$ cat src/sv/fpa_pkg.sv
// ----------------------------------------------------------------------------
// fpa_pkg
// Shared types, codes and defaults for the fixed partition allocator.
// ----------------------------------------------------------------------------
package fpa_pkg;

    localparam int PARTITIONS  = 4;
    localparam int PART_IDX_W  = 2;
    localparam int QUEUE_DEPTH_DEF = 8;

    localparam int ID_W    = 16;
    localparam int SIZE_W  = 17;
    localparam int ADDR_W  = 16;
    localparam int LEN_W   = 16;
    localparam int MEM_W   = 17;
    localparam int STAT_W  = 3;

    // configuration port
    localparam int CFG_INDEX_W = 2;
    localparam int CFG_DATA_W  = 17;

    localparam logic [CFG_INDEX_W-1:0] REG_MEMORY_SIZE   = 2'd0;
    localparam logic [CFG_INDEX_W-1:0] REG_LENGTH_FIRST  = 2'd1;
    localparam logic [CFG_INDEX_W-1:0] REG_LENGTH_SECOND = 2'd2;
    localparam logic [CFG_INDEX_W-1:0] REG_LENGTH_THIRD  = 2'd3;

    localparam logic [MEM_W-1:0] MEMORY_SIZE_RST   = 17'd65536;
    localparam logic [LEN_W-1:0] LENGTH_FIRST_RST  = 16'd10484;
    localparam logic [LEN_W-1:0] LENGTH_SECOND_RST = 16'd12320;
    localparam logic [LEN_W-1:0] LENGTH_THIRD_RST  = 16'd14745;

    // item modes
    localparam logic MODE_ALLOC   = 1'b0;
    localparam logic MODE_RELEASE = 1'b1;

    // result status codes
    localparam logic [STAT_W-1:0] ST_PLACED     = 3'd0;
    localparam logic [STAT_W-1:0] ST_QUEUED     = 3'd1;
    localparam logic [STAT_W-1:0] ST_NO_FIT     = 3'd2;
    localparam logic [STAT_W-1:0] ST_QUEUE_FULL = 3'd3;
    localparam logic [STAT_W-1:0] ST_PROMOTED   = 3'd4;
    localparam logic [STAT_W-1:0] ST_REL_IDLE   = 3'd5;
    localparam logic [STAT_W-1:0] ST_NOT_FOUND  = 3'd6;

    typedef struct packed {
        logic              mode;
        logic [ID_W-1:0]   process_id;
        logic [SIZE_W-1:0] process_size;
    } item_t;

    typedef struct packed {
        logic [STAT_W-1:0]     status;
        logic [PART_IDX_W-1:0] partition_index;
        logic [ADDR_W-1:0]     begin_address;
        logic [ADDR_W-1:0]     end_address;
        logic [ID_W-1:0]       promoted_id;
    } result_t;

    // controller to datapath
    typedef struct packed {
        logic capture;
        logic execute;
        logic finish_pop;
    } ctrl_cmd_t;

    // datapath to controller
    typedef struct packed {
        logic pop_needed;
    } dp_stat_t;

endpackage

$ cat src/sv/fpa_ram.sv
// ----------------------------------------------------------------------------
// fpa_ram
// Generic single write port, single read port RAM with registered read.
// ----------------------------------------------------------------------------
module fpa_ram #(
    parameter int WIDTH = 16,
    parameter int DEPTH = 32
) (
    input  logic                     aclk,
    input  logic                     we,
    input  logic [$clog2(DEPTH)-1:0] waddr,
    input  logic [WIDTH-1:0]         wdata,
    input  logic [$clog2(DEPTH)-1:0] raddr,
    output logic [WIDTH-1:0]         rdata
);

    logic [WIDTH-1:0] mem [DEPTH];
    logic [WIDTH-1:0] rdata_reg;

    always_ff @(posedge aclk) begin
        if (we) begin
            mem[waddr] <= wdata;
        end
        rdata_reg <= mem[raddr];
    end

    assign rdata = rdata_reg;

endmodule

$ cat src/sv/fpa_ctrl.sv
// ----------------------------------------------------------------------------
// fpa_ctrl
// Sequencer: takes one item, runs it through the datapath, owns the
// result valid flag.
// ----------------------------------------------------------------------------
module fpa_ctrl (
    input  logic              aclk,
    input  logic              aresetn,
    input  logic              s_valid,
    output logic              s_ready,
    output logic              m_valid,
    input  logic              m_ready,
    output fpa_pkg::ctrl_cmd_t cmd,
    input  fpa_pkg::dp_stat_t  stat
);

    localparam logic [1:0] S_IDLE = 2'd0;
    localparam logic [1:0] S_EXEC = 2'd1;
    localparam logic [1:0] S_POP  = 2'd2;

    logic [1:0] state_reg, state_next;
    logic       m_valid_reg, m_valid_next;
    logic       out_free;
    logic       load_out;

    assign out_free = !m_valid_reg || m_ready;

    always_comb begin
        state_next = state_reg;
        cmd        = '0;
        load_out   = 1'b0;
        s_ready    = 1'b0;
        case (state_reg)
            S_IDLE: begin
                // no beat is taken while in reset
                s_ready = aresetn;
                if (s_valid && aresetn) begin
                    cmd.capture = 1'b1;
                    state_next  = S_EXEC;
                end
            end
            S_EXEC: begin
                // hold the item until the result register can take it
                if (out_free) begin
                    cmd.execute = 1'b1;
                    if (stat.pop_needed) begin
                        state_next = S_POP;
                    end else begin
                        load_out   = 1'b1;
                        state_next = S_IDLE;
                    end
                end
            end
            S_POP: begin
                cmd.finish_pop = 1'b1;
                load_out       = 1'b1;
                state_next     = S_IDLE;
            end
            default: begin
                state_next = S_IDLE;
            end
        endcase
    end

    always_comb begin
        m_valid_next = m_valid_reg;
        if (load_out) begin
            m_valid_next = 1'b1;
        end else if (m_ready) begin
            m_valid_next = 1'b0;
        end
    end

    always_ff @(posedge aclk) begin
        if (!aresetn) begin
            state_reg   <= S_IDLE;
            m_valid_reg <= 1'b0;
        end else begin
            state_reg   <= state_next;
            m_valid_reg <= m_valid_next;
        end
    end

    assign m_valid = m_valid_reg;

endmodule

$ cat src/sv/fpa_dp.sv
// ----------------------------------------------------------------------------
// fpa_dp
// Datapath: configuration, partition geometry, partition state, wait
// queues in one RAM, and the result register.
// ----------------------------------------------------------------------------
module fpa_dp #(
    parameter int QUEUE_DEPTH = fpa_pkg::QUEUE_DEPTH_DEF
) (
    input  logic                                aclk,
    input  logic                                aresetn,
    input  logic                                cfg_we,
    input  logic [fpa_pkg::CFG_INDEX_W-1:0]     cfg_index,
    input  logic [fpa_pkg::CFG_DATA_W-1:0]      cfg_data,
    input  fpa_pkg::item_t                      s_data,
    output fpa_pkg::result_t                    m_data,
    input  fpa_pkg::ctrl_cmd_t                  cmd,
    output fpa_pkg::dp_stat_t                   stat
);

    localparam int NP  = fpa_pkg::PARTITIONS;
    localparam int PIW = fpa_pkg::PART_IDX_W;
    localparam int IDW = fpa_pkg::ID_W;
    localparam int AW  = $clog2(NP * QUEUE_DEPTH);
    localparam int PW  = (QUEUE_DEPTH > 1) ? $clog2(QUEUE_DEPTH) : 1;
    localparam int CW  = $clog2(QUEUE_DEPTH + 1);

    // configuration
    logic [fpa_pkg::MEM_W-1:0] mem_size_reg;
    logic [fpa_pkg::LEN_W-1:0] len_first_reg, len_second_reg, len_third_reg;

    // geometry, refreshed every cycle from the configuration
    logic [16:0] b2_reg, b2_next;
    logic [17:0] b3_reg, b3_next;
    logic [16:0] len3_reg, len3_next;

    fpa_pkg::item_t   item_reg;
    fpa_pkg::result_t out_reg, out_next;

    logic           occ_reg  [NP];
    logic           occ_next [NP];
    logic [IDW-1:0] run_reg  [NP];
    logic [IDW-1:0] run_next [NP];
    logic [PW-1:0]  head_reg [NP];
    logic [PW-1:0]  head_next[NP];
    logic [PW-1:0]  tail_reg [NP];
    logic [PW-1:0]  tail_next[NP];
    logic [CW-1:0]  cnt_reg  [NP];
    logic [CW-1:0]  cnt_next [NP];
    logic [PIW-1:0] pop_part_reg, pop_part_next;

    logic [16:0]          len_w  [NP];
    logic [15:0]          beg_w  [NP];
    logic                 alloc_found, rel_found, found;
    logic [PIW-1:0]       alloc_idx, rel_idx, hit;
    logic                 ram_we;
    logic [AW-1:0]        ram_waddr, ram_raddr;
    logic [IDW-1:0]       ram_rdata;

    // -------------------------------------------------------------- config
    always_ff @(posedge aclk) begin
        if (!aresetn) begin
            mem_size_reg   <= fpa_pkg::MEMORY_SIZE_RST;
            len_first_reg  <= fpa_pkg::LENGTH_FIRST_RST;
            len_second_reg <= fpa_pkg::LENGTH_SECOND_RST;
            len_third_reg  <= fpa_pkg::LENGTH_THIRD_RST;
        end else if (cfg_we) begin
            case (cfg_index)
                fpa_pkg::REG_MEMORY_SIZE:   mem_size_reg   <= cfg_data;
                fpa_pkg::REG_LENGTH_FIRST:  len_first_reg  <= cfg_data[15:0];
                fpa_pkg::REG_LENGTH_SECOND: len_second_reg <= cfg_data[15:0];
                fpa_pkg::REG_LENGTH_THIRD:  len_third_reg  <= cfg_data[15:0];
                default: ;
            endcase
        end
    end

    always_comb begin
        b2_next   = 17'(len_first_reg) + 17'(len_second_reg);
        b3_next   = 18'(len_first_reg) + 18'(len_second_reg) + 18'(len_third_reg);
        len3_next = (18'(mem_size_reg) > b3_next) ? 17'(18'(mem_size_reg) - b3_next)
                                                  : 17'd0;
    end

    always_ff @(posedge aclk) begin
        b2_reg   <= b2_next;
        b3_reg   <= b3_next;
        len3_reg <= len3_next;
    end

    // ------------------------------------------------------------ matching
    always_comb begin
        len_w[0] = 17'(len_first_reg);
        len_w[1] = 17'(len_second_reg);
        len_w[2] = 17'(len_third_reg);
        len_w[3] = len3_reg;
        beg_w[0] = 16'd0;
        beg_w[1] = len_first_reg;
        beg_w[2] = b2_reg[15:0];
        beg_w[3] = b3_reg[15:0];

        alloc_found = 1'b0;
        alloc_idx   = '0;
        rel_found   = 1'b0;
        rel_idx     = '0;
        // walk downward so the lowest index wins
        for (int p = NP - 1; p >= 0; p--) begin
            if (item_reg.process_size <= len_w[p]) begin
                alloc_found = 1'b1;
                alloc_idx   = PIW'(p);
            end
            if (occ_reg[p] && run_reg[p] == item_reg.process_id) begin
                rel_found = 1'b1;
                rel_idx   = PIW'(p);
            end
        end
        found = (item_reg.mode == fpa_pkg::MODE_RELEASE) ? rel_found : alloc_found;
        hit   = (item_reg.mode == fpa_pkg::MODE_RELEASE) ? rel_idx : alloc_idx;
    end

    assign stat.pop_needed = (item_reg.mode == fpa_pkg::MODE_RELEASE) && rel_found
                             && (cnt_reg[rel_idx] != '0);

    // ----------------------------------------------------------- execution
    always_comb begin
        occ_next      = occ_reg;
        run_next      = run_reg;
        head_next     = head_reg;
        tail_next     = tail_reg;
        cnt_next      = cnt_reg;
        pop_part_next = pop_part_reg;
        out_next      = out_reg;
        ram_we        = 1'b0;
        ram_waddr     = AW'(AW'(hit) * AW'(QUEUE_DEPTH)) + AW'(tail_reg[hit]);
        ram_raddr     = AW'(AW'(hit) * AW'(QUEUE_DEPTH)) + AW'(head_reg[hit]);

        if (cmd.execute) begin
            out_next                 = '0;
            out_next.partition_index = found ? hit : '0;
            if (item_reg.mode == fpa_pkg::MODE_ALLOC) begin
                if (!found) begin
                    out_next.status = fpa_pkg::ST_NO_FIT;
                end else if (!occ_reg[hit]) begin
                    occ_next[hit]          = 1'b1;
                    run_next[hit]          = item_reg.process_id;
                    out_next.status        = fpa_pkg::ST_PLACED;
                    out_next.begin_address = beg_w[hit];
                    out_next.end_address   = 16'(beg_w[hit] + item_reg.process_size[15:0]
                                                 - 16'd1);
                end else if (cnt_reg[hit] >= CW'(QUEUE_DEPTH)) begin
                    out_next.status = fpa_pkg::ST_QUEUE_FULL;
                end else begin
                    ram_we          = 1'b1;
                    tail_next[hit]  = (tail_reg[hit] == PW'(QUEUE_DEPTH - 1)) ? '0
                                      : PW'(tail_reg[hit] + 1'b1);
                    cnt_next[hit]   = CW'(cnt_reg[hit] + 1'b1);
                    out_next.status = fpa_pkg::ST_QUEUED;
                end
            end else begin
                if (!found) begin
                    out_next.status = fpa_pkg::ST_NOT_FOUND;
                end else if (cnt_reg[hit] != '0) begin
                    // queue head is read now and lands in the next cycle
                    head_next[hit]  = (head_reg[hit] == PW'(QUEUE_DEPTH - 1)) ? '0
                                      : PW'(head_reg[hit] + 1'b1);
                    cnt_next[hit]   = CW'(cnt_reg[hit] - 1'b1);
                    pop_part_next   = hit;
                    out_next.status = fpa_pkg::ST_PROMOTED;
                end else begin
                    occ_next[hit]   = 1'b0;
                    out_next.status = fpa_pkg::ST_REL_IDLE;
                end
            end
        end

        if (cmd.finish_pop) begin
            run_next[pop_part_reg] = ram_rdata;
            out_next.promoted_id   = ram_rdata;
        end
    end

    always_ff @(posedge aclk) begin
        if (!aresetn) begin
            for (int p = 0; p < NP; p++) begin
                occ_reg[p]  <= 1'b0;
                run_reg[p]  <= '0;
                head_reg[p] <= '0;
                tail_reg[p] <= '0;
                cnt_reg[p]  <= '0;
            end
            pop_part_reg <= '0;
        end else begin
            occ_reg      <= occ_next;
            run_reg      <= run_next;
            head_reg     <= head_next;
            tail_reg     <= tail_next;
            cnt_reg      <= cnt_next;
            pop_part_reg <= pop_part_next;
        end
    end

    always_ff @(posedge aclk) begin
        if (cmd.capture) begin
            item_reg <= s_data;
        end
        out_reg <= out_next;
    end

    fpa_ram #(
        .WIDTH (IDW),
        .DEPTH (NP * QUEUE_DEPTH)
    ) u_queue_ram (
        .aclk  (aclk),
        .we    (ram_we),
        .waddr (ram_waddr),
        .wdata (item_reg.process_id),
        .raddr (ram_raddr),
        .rdata (ram_rdata)
    );

    assign m_data = out_reg;

endmodule

$ cat src/sv/fixed_partition_allocator.sv
// ----------------------------------------------------------------------------
// fixed_partition_allocator
// Four fixed partitions with a wait queue each; allocate and release
// items give one result beat each.
// ----------------------------------------------------------------------------
//  channel | ports                               | direction
//  --------+-------------------------------------+----------
//  input   | s_valid, s_ready, s_data (item_t)   | in
//  result  | m_valid, m_ready, m_data (result_t) | out
//  config  | cfg_valid, cfg_ready, cfg_index,    | in
//          | cfg_data                            |
//
// One item at a time: accept, execute, and for a release that promotes a
// queued id a further pop step for the queue RAM's registered read. The
// execute step waits while the previous result beat is still held in the
// output register.
// Reset (aresetn low, synchronous) clears partitions, queue pointers and
// restores the configuration defaults; queue contents need no clearing.
// Config writes are accepted in every cycle out of reset.
// ----------------------------------------------------------------------------
module fixed_partition_allocator #(
    parameter int QUEUE_DEPTH = fpa_pkg::QUEUE_DEPTH_DEF
) (
    input  logic                            aclk,
    input  logic                            aresetn,
    input  logic                            s_valid,
    output logic                            s_ready,
    input  fpa_pkg::item_t                  s_data,
    output logic                            m_valid,
    input  logic                            m_ready,
    output fpa_pkg::result_t                m_data,
    input  logic                            cfg_valid,
    output logic                            cfg_ready,
    input  logic [fpa_pkg::CFG_INDEX_W-1:0] cfg_index,
    input  logic [fpa_pkg::CFG_DATA_W-1:0]  cfg_data
);

    fpa_pkg::ctrl_cmd_t cmd;
    fpa_pkg::dp_stat_t  stat;

    assign cfg_ready = aresetn;

    fpa_ctrl u_ctrl (
        .aclk    (aclk),
        .aresetn (aresetn),
        .s_valid (s_valid),
        .s_ready (s_ready),
        .m_valid (m_valid),
        .m_ready (m_ready),
        .cmd     (cmd),
        .stat    (stat)
    );

    fpa_dp #(
        .QUEUE_DEPTH (QUEUE_DEPTH)
    ) u_dp (
        .aclk      (aclk),
        .aresetn   (aresetn),
        .cfg_we    (cfg_valid && cfg_ready),
        .cfg_index (cfg_index),
        .cfg_data  (cfg_data),
        .s_data    (s_data),
        .m_data    (m_data),
        .cmd       (cmd),
        .stat      (stat)
    );

    // one item in flight: no accept right after an accept
    a_one_item: assert property (@(posedge aclk) disable iff (!aresetn)
        s_valid && s_ready |=> !s_ready)
        else $error("input accepted twice in a row");

    a_status_range: assert property (@(posedge aclk) disable iff (!aresetn)
        m_valid |-> m_data.status <= fpa_pkg::ST_NOT_FOUND)
        else $error("result status out of range");

    a_promoted_zero: assert property (@(posedge aclk) disable iff (!aresetn)
        m_valid && m_data.status != fpa_pkg::ST_PROMOTED |-> m_data.promoted_id == '0)
        else $error("promoted id set without promotion");

    a_addr_zero: assert property (@(posedge aclk) disable iff (!aresetn)
        m_valid && m_data.status != fpa_pkg::ST_PLACED
        |-> m_data.begin_address == '0 && m_data.end_address == '0)
        else $error("addresses set without placement");

    a_idx_zero: assert property (@(posedge aclk) disable iff (!aresetn)
        m_valid && (m_data.status == fpa_pkg::ST_NO_FIT
                    || m_data.status == fpa_pkg::ST_NOT_FOUND)
        |-> m_data.partition_index == '0)
        else $error("partition index set without a match");

endmodule
$ cat config.mk
export PLATFORM = sky130hd
export DESIGN_NAME = fixed_partition_allocator
export DESIGN_NICKNAME = d
export VERILOG_FILES = /design/src/sv/fpa_pkg.sv /design/src/sv/fpa_ram.sv /design/src/sv/fpa_ctrl.sv /design/src/sv/fpa_dp.sv /design/src/sv/fixed_partition_allocator.sv
export SDC_FILE = /design/constraint.sdc
export NUM_CORES = 1
export LEC_CHECK = 0
export ABC_AREA = 1
export BUFFER_PORTS_ARGS = -buffer_cell sky130_fd_sc_hd__buf_2
export CORE_MARGIN = 3
export CORE_UTILIZATION = 50
export DETAILED_ROUTE_END_ITERATION = 10
export HOLD_SLACK_MARGIN = 0.02
export PLACE_DENSITY = 0.67
export SETUP_SLACK_MARGIN = 0.5
export SYNTH_ARGS = -nofsm -noshare
export SYNTH_HDL_FRONTEND = slang
export SYNTH_SLANG_ARGS = --single-unit
$ cat constraint.sdc
create_clock -name aclk -period 10.73 [get_ports aclk]
set_clock_uncertainty 0.15 [all_clocks]
set_input_delay 2.6825 -clock aclk [delete_from_list [all_inputs] [get_ports aclk]]
set_output_delay 2.6825 -clock aclk [all_outputs]
set_load 0.1 [all_outputs]
* After elaboration in Yosys (flattened, before gate mapping)
Memory sizes are Yosys's and may differ from the RTL's. A register that Yosys moved wholly into a read port is not among the register bits. Index checks and enable logic that the tools add are counted.
Storage, ports and cells: register bits 314, latch bits 0, memory bits (writable) 512, memory bits (read-only) 0, input bits 58, logic and storage cells 217, memories 1
Memory list:
- u_dp.u_queue_ram.mem | depth 32, width 16, rd ports 1, clocked after Yosys merged registers in 1, write ports 1, RTL line fpa_ram.sv:17 | logic [WIDTH-1:0] mem [DEPTH];
Cells by class: add/subtract/negate cells 12, $mul 0, divide/modulo/power cells 0, order comparisons 11, equality and inequality tests 17, shifts and indexed selects 0, mux-type cells 100, bitwise gates (word level) 9, reductions and logical operators 29
Operators by type and width (count):
- $mux W64 | 5
- $mux W16 | 12
- $bwmux W64 | 2
- $demux W16 S2 | 2
- $eq A16 B16 Y1 | 4
- $le A17 B16 Y1 | 3
- $mux W4 | 10
- $mux W3 | 11
- $add A16 B16 Y16 | 2
- $bmux W16 S2 | 1
- $bwmux W16 | 2
- $mux W1 | 30
- $mux W2 | 13
- $bwmux W12 | 2
- $add A17 B16 Y18 | 1
- $gt A17 B18 Y1 | 1
- $add A16 B16 Y17 | 1
- $le A17 B17 Y1 | 1
- $sub A17 B17 Y17 | 1
- $bmux W4 S2 | 2
- $sub A16 B1 Y16 const B | 1
- $bmux W3 S2 | 2
- $add A5 B3 Y5 | 2
- $logic_and A1 B1 Y1 | 10
- other kinds (31) | 57

* Logic depth before layout (Yosys ltp)
word-level depth 19, depth in mapped cells 38, depth with buffers taken out 37

* Hierarchy
A second synthesis with hierarchy kept.
Second synthesis, totals: cell total of the unflattened synthesis 4433, area, all modules 40776.6 um2
By module, submodules not included:
- fpa_ram | times used 1, cells each 1794, area an instance 21301.7 um2, sequential area each 15695.1 um2
- fpa_dp | times used 1, cells each 2604, area an instance 19247.2 um2, sequential area each 7096.8 um2
- fpa_ctrl | times used 1, cells each 32, area an instance 212.7 um2, sequential area each 60.1 um2
- fixed_partition_allocator | times used 1, cells each 3, area an instance 15.0 um2, sequential area each 0.0 um2

* Least setup slack after synthesis
No wires, ideal clock.
kind input port to output port, from in aresetn, to out s_ready, arrival 3.612 ns, path slack 4.286 ns, stages on the path 3, cells stage by stage clkbuf_1 nand2_1 inv_1
On the way: word-level cells in the longest chain between the ends 1
Ends and longest elaborated chain:
- start: declaration | RTL line fixed_partition_allocator.sv:25 | input logic aresetn,
- $mux W1 | RTL line fpa_ctrl.sv:33 | case (state_reg)
- end: declaration | RTL line fixed_partition_allocator.sv:27 | output logic s_ready,
Every way passes these cells.

* Final worst setup path
from reg u_dp.item_reg[21] (netlist name), to reg u_dp.out_reg, in the netlist u_dp.m_data[31], data pin
On the way: word-level cells in the longest chain between the ends 13, elaborated cells on any way between the ends 29, classes of those cells 2 x add/sub; 4 x eq/ne; 16 x mux; 2 x bitwise; 5 x reduce/logical
Ends and longest elaborated chain:
- start: declaration | RTL line fpa_dp.sv:36 | fpa_pkg::item_t item_reg;
- start signal: assignment | RTL line fpa_dp.sv:203 | item_reg <= s_data;
- $eq A16 B16 Y1 | RTL line fpa_dp.sv:111 | if (occ_reg[p] && run_reg[p] == item_reg.process_id) begin
- $logic_and A1 B1 Y1 | RTL line fpa_dp.sv:111
- $mux W2 (4 in a row) | RTL line fpa_dp.sv:111
- $mux W2 | RTL line fpa_dp.sv:117 | hit = (item_reg.mode == fpa_pkg::MODE_RELEASE) ? rel_idx : alloc_idx;
- $not A2 Y3 (not written as such) | RTL line fpa_dp.sv:142, fpa_dp.sv:147
- $bmux W16 S2 | RTL line fpa_dp.sv:147 | out_next.end_address = 16'(beg_w[hit] + item_reg.process_size[15:0]
- $mux W16 (not written as such) (2 in a row) | RTL line fpa_dp.sv:147
- $add A16 B16 Y16 | RTL line fpa_dp.sv:147
- $sub A16 B1 Y16 | RTL line fpa_dp.sv:148 | - 16'd1);
- end signal: assignment | RTL line fpa_dp.sv:205 | out_reg <= out_next;
- end: declaration | RTL line fpa_dp.sv:37 | fpa_pkg::result_t out_reg, out_next;
Several ways; a longest one is shown, not always the timed one. The select of a mux whose other input is x is not followed. A chain may end at the register's enable or synchronous reset.

==> flow_summary.json <==
{
  "min_period_ns": 6.90,
  "yosysSeqAreaShare_pct": 53.9,
  "grt_use_total_pct": 29.2,
  "setup_viol": 0,
  "cp_max_fo": 38,
  "hold_violations": 0,
  "die_y_um": 297,
  "wl_um": 132000,
  "die_x_um": 297,
  "leakage_uw": 0.0204,
  "synth_xor_area_share_pct": 1.43,
  "synthArstFlopShare_pct": 0,
  "viasPerCell": 5.60,
  "clk_latency_ns": 0.67,
  "status": "completed",
  "ys_ff_latch": 842,
  "synth-edff-count": 599,
  "synth_ff_type": "edfxtp_1",
  "largest_reg_flops": 512,
  "worst_pin_slew_ns": 1.07,
  "p_switching_uw": 2770,
  "root_buffer": "clkbuf_16",
  "vias": 33300,
  "syn_area_sq_um": 42400,
  "slowest_stage": "inv_2",
  "drive_above_1_share_pct": 8.46,
  "arrival_ns": 7.13,
  "critPathMostFrequentCell": "nand2_1",
  "fin_cells": 5947,
  "synthesis.nets": 4875,
  "synth_top_area_share_pct": 42.4,
  "cts-resized-gates": 0,
  "synth_top_cell_by_area": "edfxtp_1",
  "critPathKind": "flip-flop to flip-flop",
  "drc": 0,
  "drt_iter0_markers": 3992,
  "fmax_mhz": 145,
  "netlist_instances": 4645,
  "detail_route.wl_per_cell_um": 22.2,
  "synthTopCellsByArea": "edfxtp_1 42%, dfxtp_1 11%, nand2_1 7.7%, nand3_1 7.0%, inv_1 6.3%",
  "io_buffers": 113,
  "p_int_uw": 5850,
  "grt_pass1_wl_um": 196000,
  "first_pass_iters": 6,
  "power_frac_seq_pct": 43.5,
  "hold_class": "flip-flop to flip-flop",
  "grt_antenna_before_repair": 5,
  "slowest_delay_ns": 0.57,
  "cap_violations": 0,
  "combPwrFrac_pct": 20.2,
  "place_congestion": 0.961,
  "worst_ep_required_time_ns": 10.96,
  "initial_core_util_pct": 50.6,
  "grt_overflow": 0,
  "avgSynthCellArea_sq_um": 9.13,
  "cts_buffer_depth": 3,
  "coreArea_sq_um": 83800,
  "clockPowerShare_pct": 36.3,
  "drv_slew": 0,
  "synth_simple_gate_area_share_pct": 24.2,
  "endpoint_kind": "flip-flop",
  "setup-tns-final_ns": 0,
  "nNetsFinal": 4954,
  "place_inst": 5766,
  "hold_buffers": 0,
  "swShare_pct": 32.1,
  "yosys.area_share.adder_pct": 5.43,
  "startpoint_type": "flip-flop",
  "cts_sinks": 842,
  "synth_top_family_by_area": "simple AND/OR/NAND/NOR gates",
  "die_area_sq_um": 88300,
  "cts_tree": "done",
  "h-tree-depth": 3,
  "layout_commonest_cell": "nand2_1",
  "post-cts-setup-buffer-count": 0,
  "vdd.ir_drop.worst_mv": 0.191,
  "relSlewSlack_pct": 28.7,
  "p_per_area_nw_per_um2": 183,
  "place_hpwl_um": 85800,
  "fin_crit_sh_pct": 64.3,
  "rsz0062_at_grt": "no",
  "yosysUniqueCellTypes": 60,
  "ant_nets": 0,
  "muxShareOfSynthArea_pct": 0,
  "num_rows": 106,
  "synth_compound_area_share_pct": 5.86,
  "cts.clk_slew.worst_paths_ns": 0.07,
  "ys.warnings.count": 0,
  "grt_pass1_vias": 31400,
  "layout_common_cells": "870 x nand2_1, 715 x inv_1, 599 x edfxtp_1",
  "grt_max_degree": 147,
  "cts_buffers": 90,
  "area_growth_pct": 10.9,
  "ios": 114
}
## per-layer routing
| layer | wire (um) | track usage, % |
|---|---|---|
| met2 | 57900 | 44.1 |
| met4 | 4230 | 9.98 |
| met3 | 13700 | 6.41 |
| met1 | 55800 | 41.6 |
| met5 | 234 | 2.06 |
## cell type report
cell class / instances / area (sq um)
Sequential cell: 842 / 22900
Clock buffer: 125 / 2440
Multi-Input combinational cell: 2846 / 15800
Fill cell: 7400 / 36800
Inverter: 752 / 2830
Tap cell: 1134 / 1420
Timing Repair Buffer: 192 / 1190
Antenna cell: 12 / 30.0
Clock inverter: 44 / 492
## critical path, delay by kind of cell (launching register included)
family,cells,cell delay [ns]
AOI/OAI and AO/OA,7,1.50
xor gates and xnor gates,2,0.35
adders and majority gates,3,1.00
buffers and inverters,6,1.45
DFF,1,0.38
and+or+nand+nor,14,1.77
## path summary, 6_finish.rpt
kind | start | end | slack (ns) | cells past startpoint
worst max-delay path | u_dp.item_reg[21]$_DFFE_PP_ | u_dp.m_data[31]$_SDFFCE_PP0P_ | 3.83 | 32
worst max register to register | u_dp.item_reg[21]$_DFFE_PP_ | u_dp.m_data[31]$_SDFFCE_PP0P_ | 3.83 | 32
worst min register to register | u_dp.tail_reg[7]$_SDFFE_PN0P_ | u_dp.tail_reg[7]$_SDFFE_PN0P_ | 0.30 | 2
worst min-delay path | u_dp.tail_reg[7]$_SDFFE_PN0P_ | u_dp.tail_reg[7]$_SDFFE_PN0P_ | 0.30 | 2
## cells by family (layout without fill, tap and decap cells)
logic type | Yosys count | in the layout
and+or+nand+nor | 2149 | 2149
DFF | 842 | 842
other | 0 | 12
xor gates and xnor gates | 69 | 69
adders and majority gates | 172 | 172
AOI/OAI and AO/OA | 456 | 456
buffers and inverters | 957 | 1113
## power groups by stage
stage	registers, uW	logic (uW)	clock network [uW]
after floorplan	3780	1120	0
after global placement	3820	1690	0
after detailed placement	3810	1700	0
after CTS	3750	1710	3150
after global routing	3750	1910	3280
final	3750	1740	3130
## cell usage after synthesis, types with 25 or more instances
cell type and instances:
xor2_1 47, dfxtp_1 243, o21ai_0 135, nor2_1 278, nand3b_1 243, ha_1 152, nand4_1 57, nor3_1 30
inv_2 25, nand3_1 591, inv_1 716, nand2_1 870, buf_2 74, clkbuf_1 89, a21oi_1 233, edfxtp_1 599
## through the flow
stage          cell area, sq um  power [uW]  utilization (%)  setup WS [ns]  hold slack [ns]
2_1_floorplan             42400        4910                -           4.29            0.280
3_3_place_gp              44000        5510             52.5           4.11            0.293
3_5_place_dp              44000        5520             52.5           4.07            0.296
4_1_cts                   47000        8610             56.1           3.99            0.305
5_1_grt                   47000        8940             56.1           3.39            0.332
6_report                  47000        8620             56.1           3.83            0.304
Note: power is estimated with default switching activity, not from simulation.
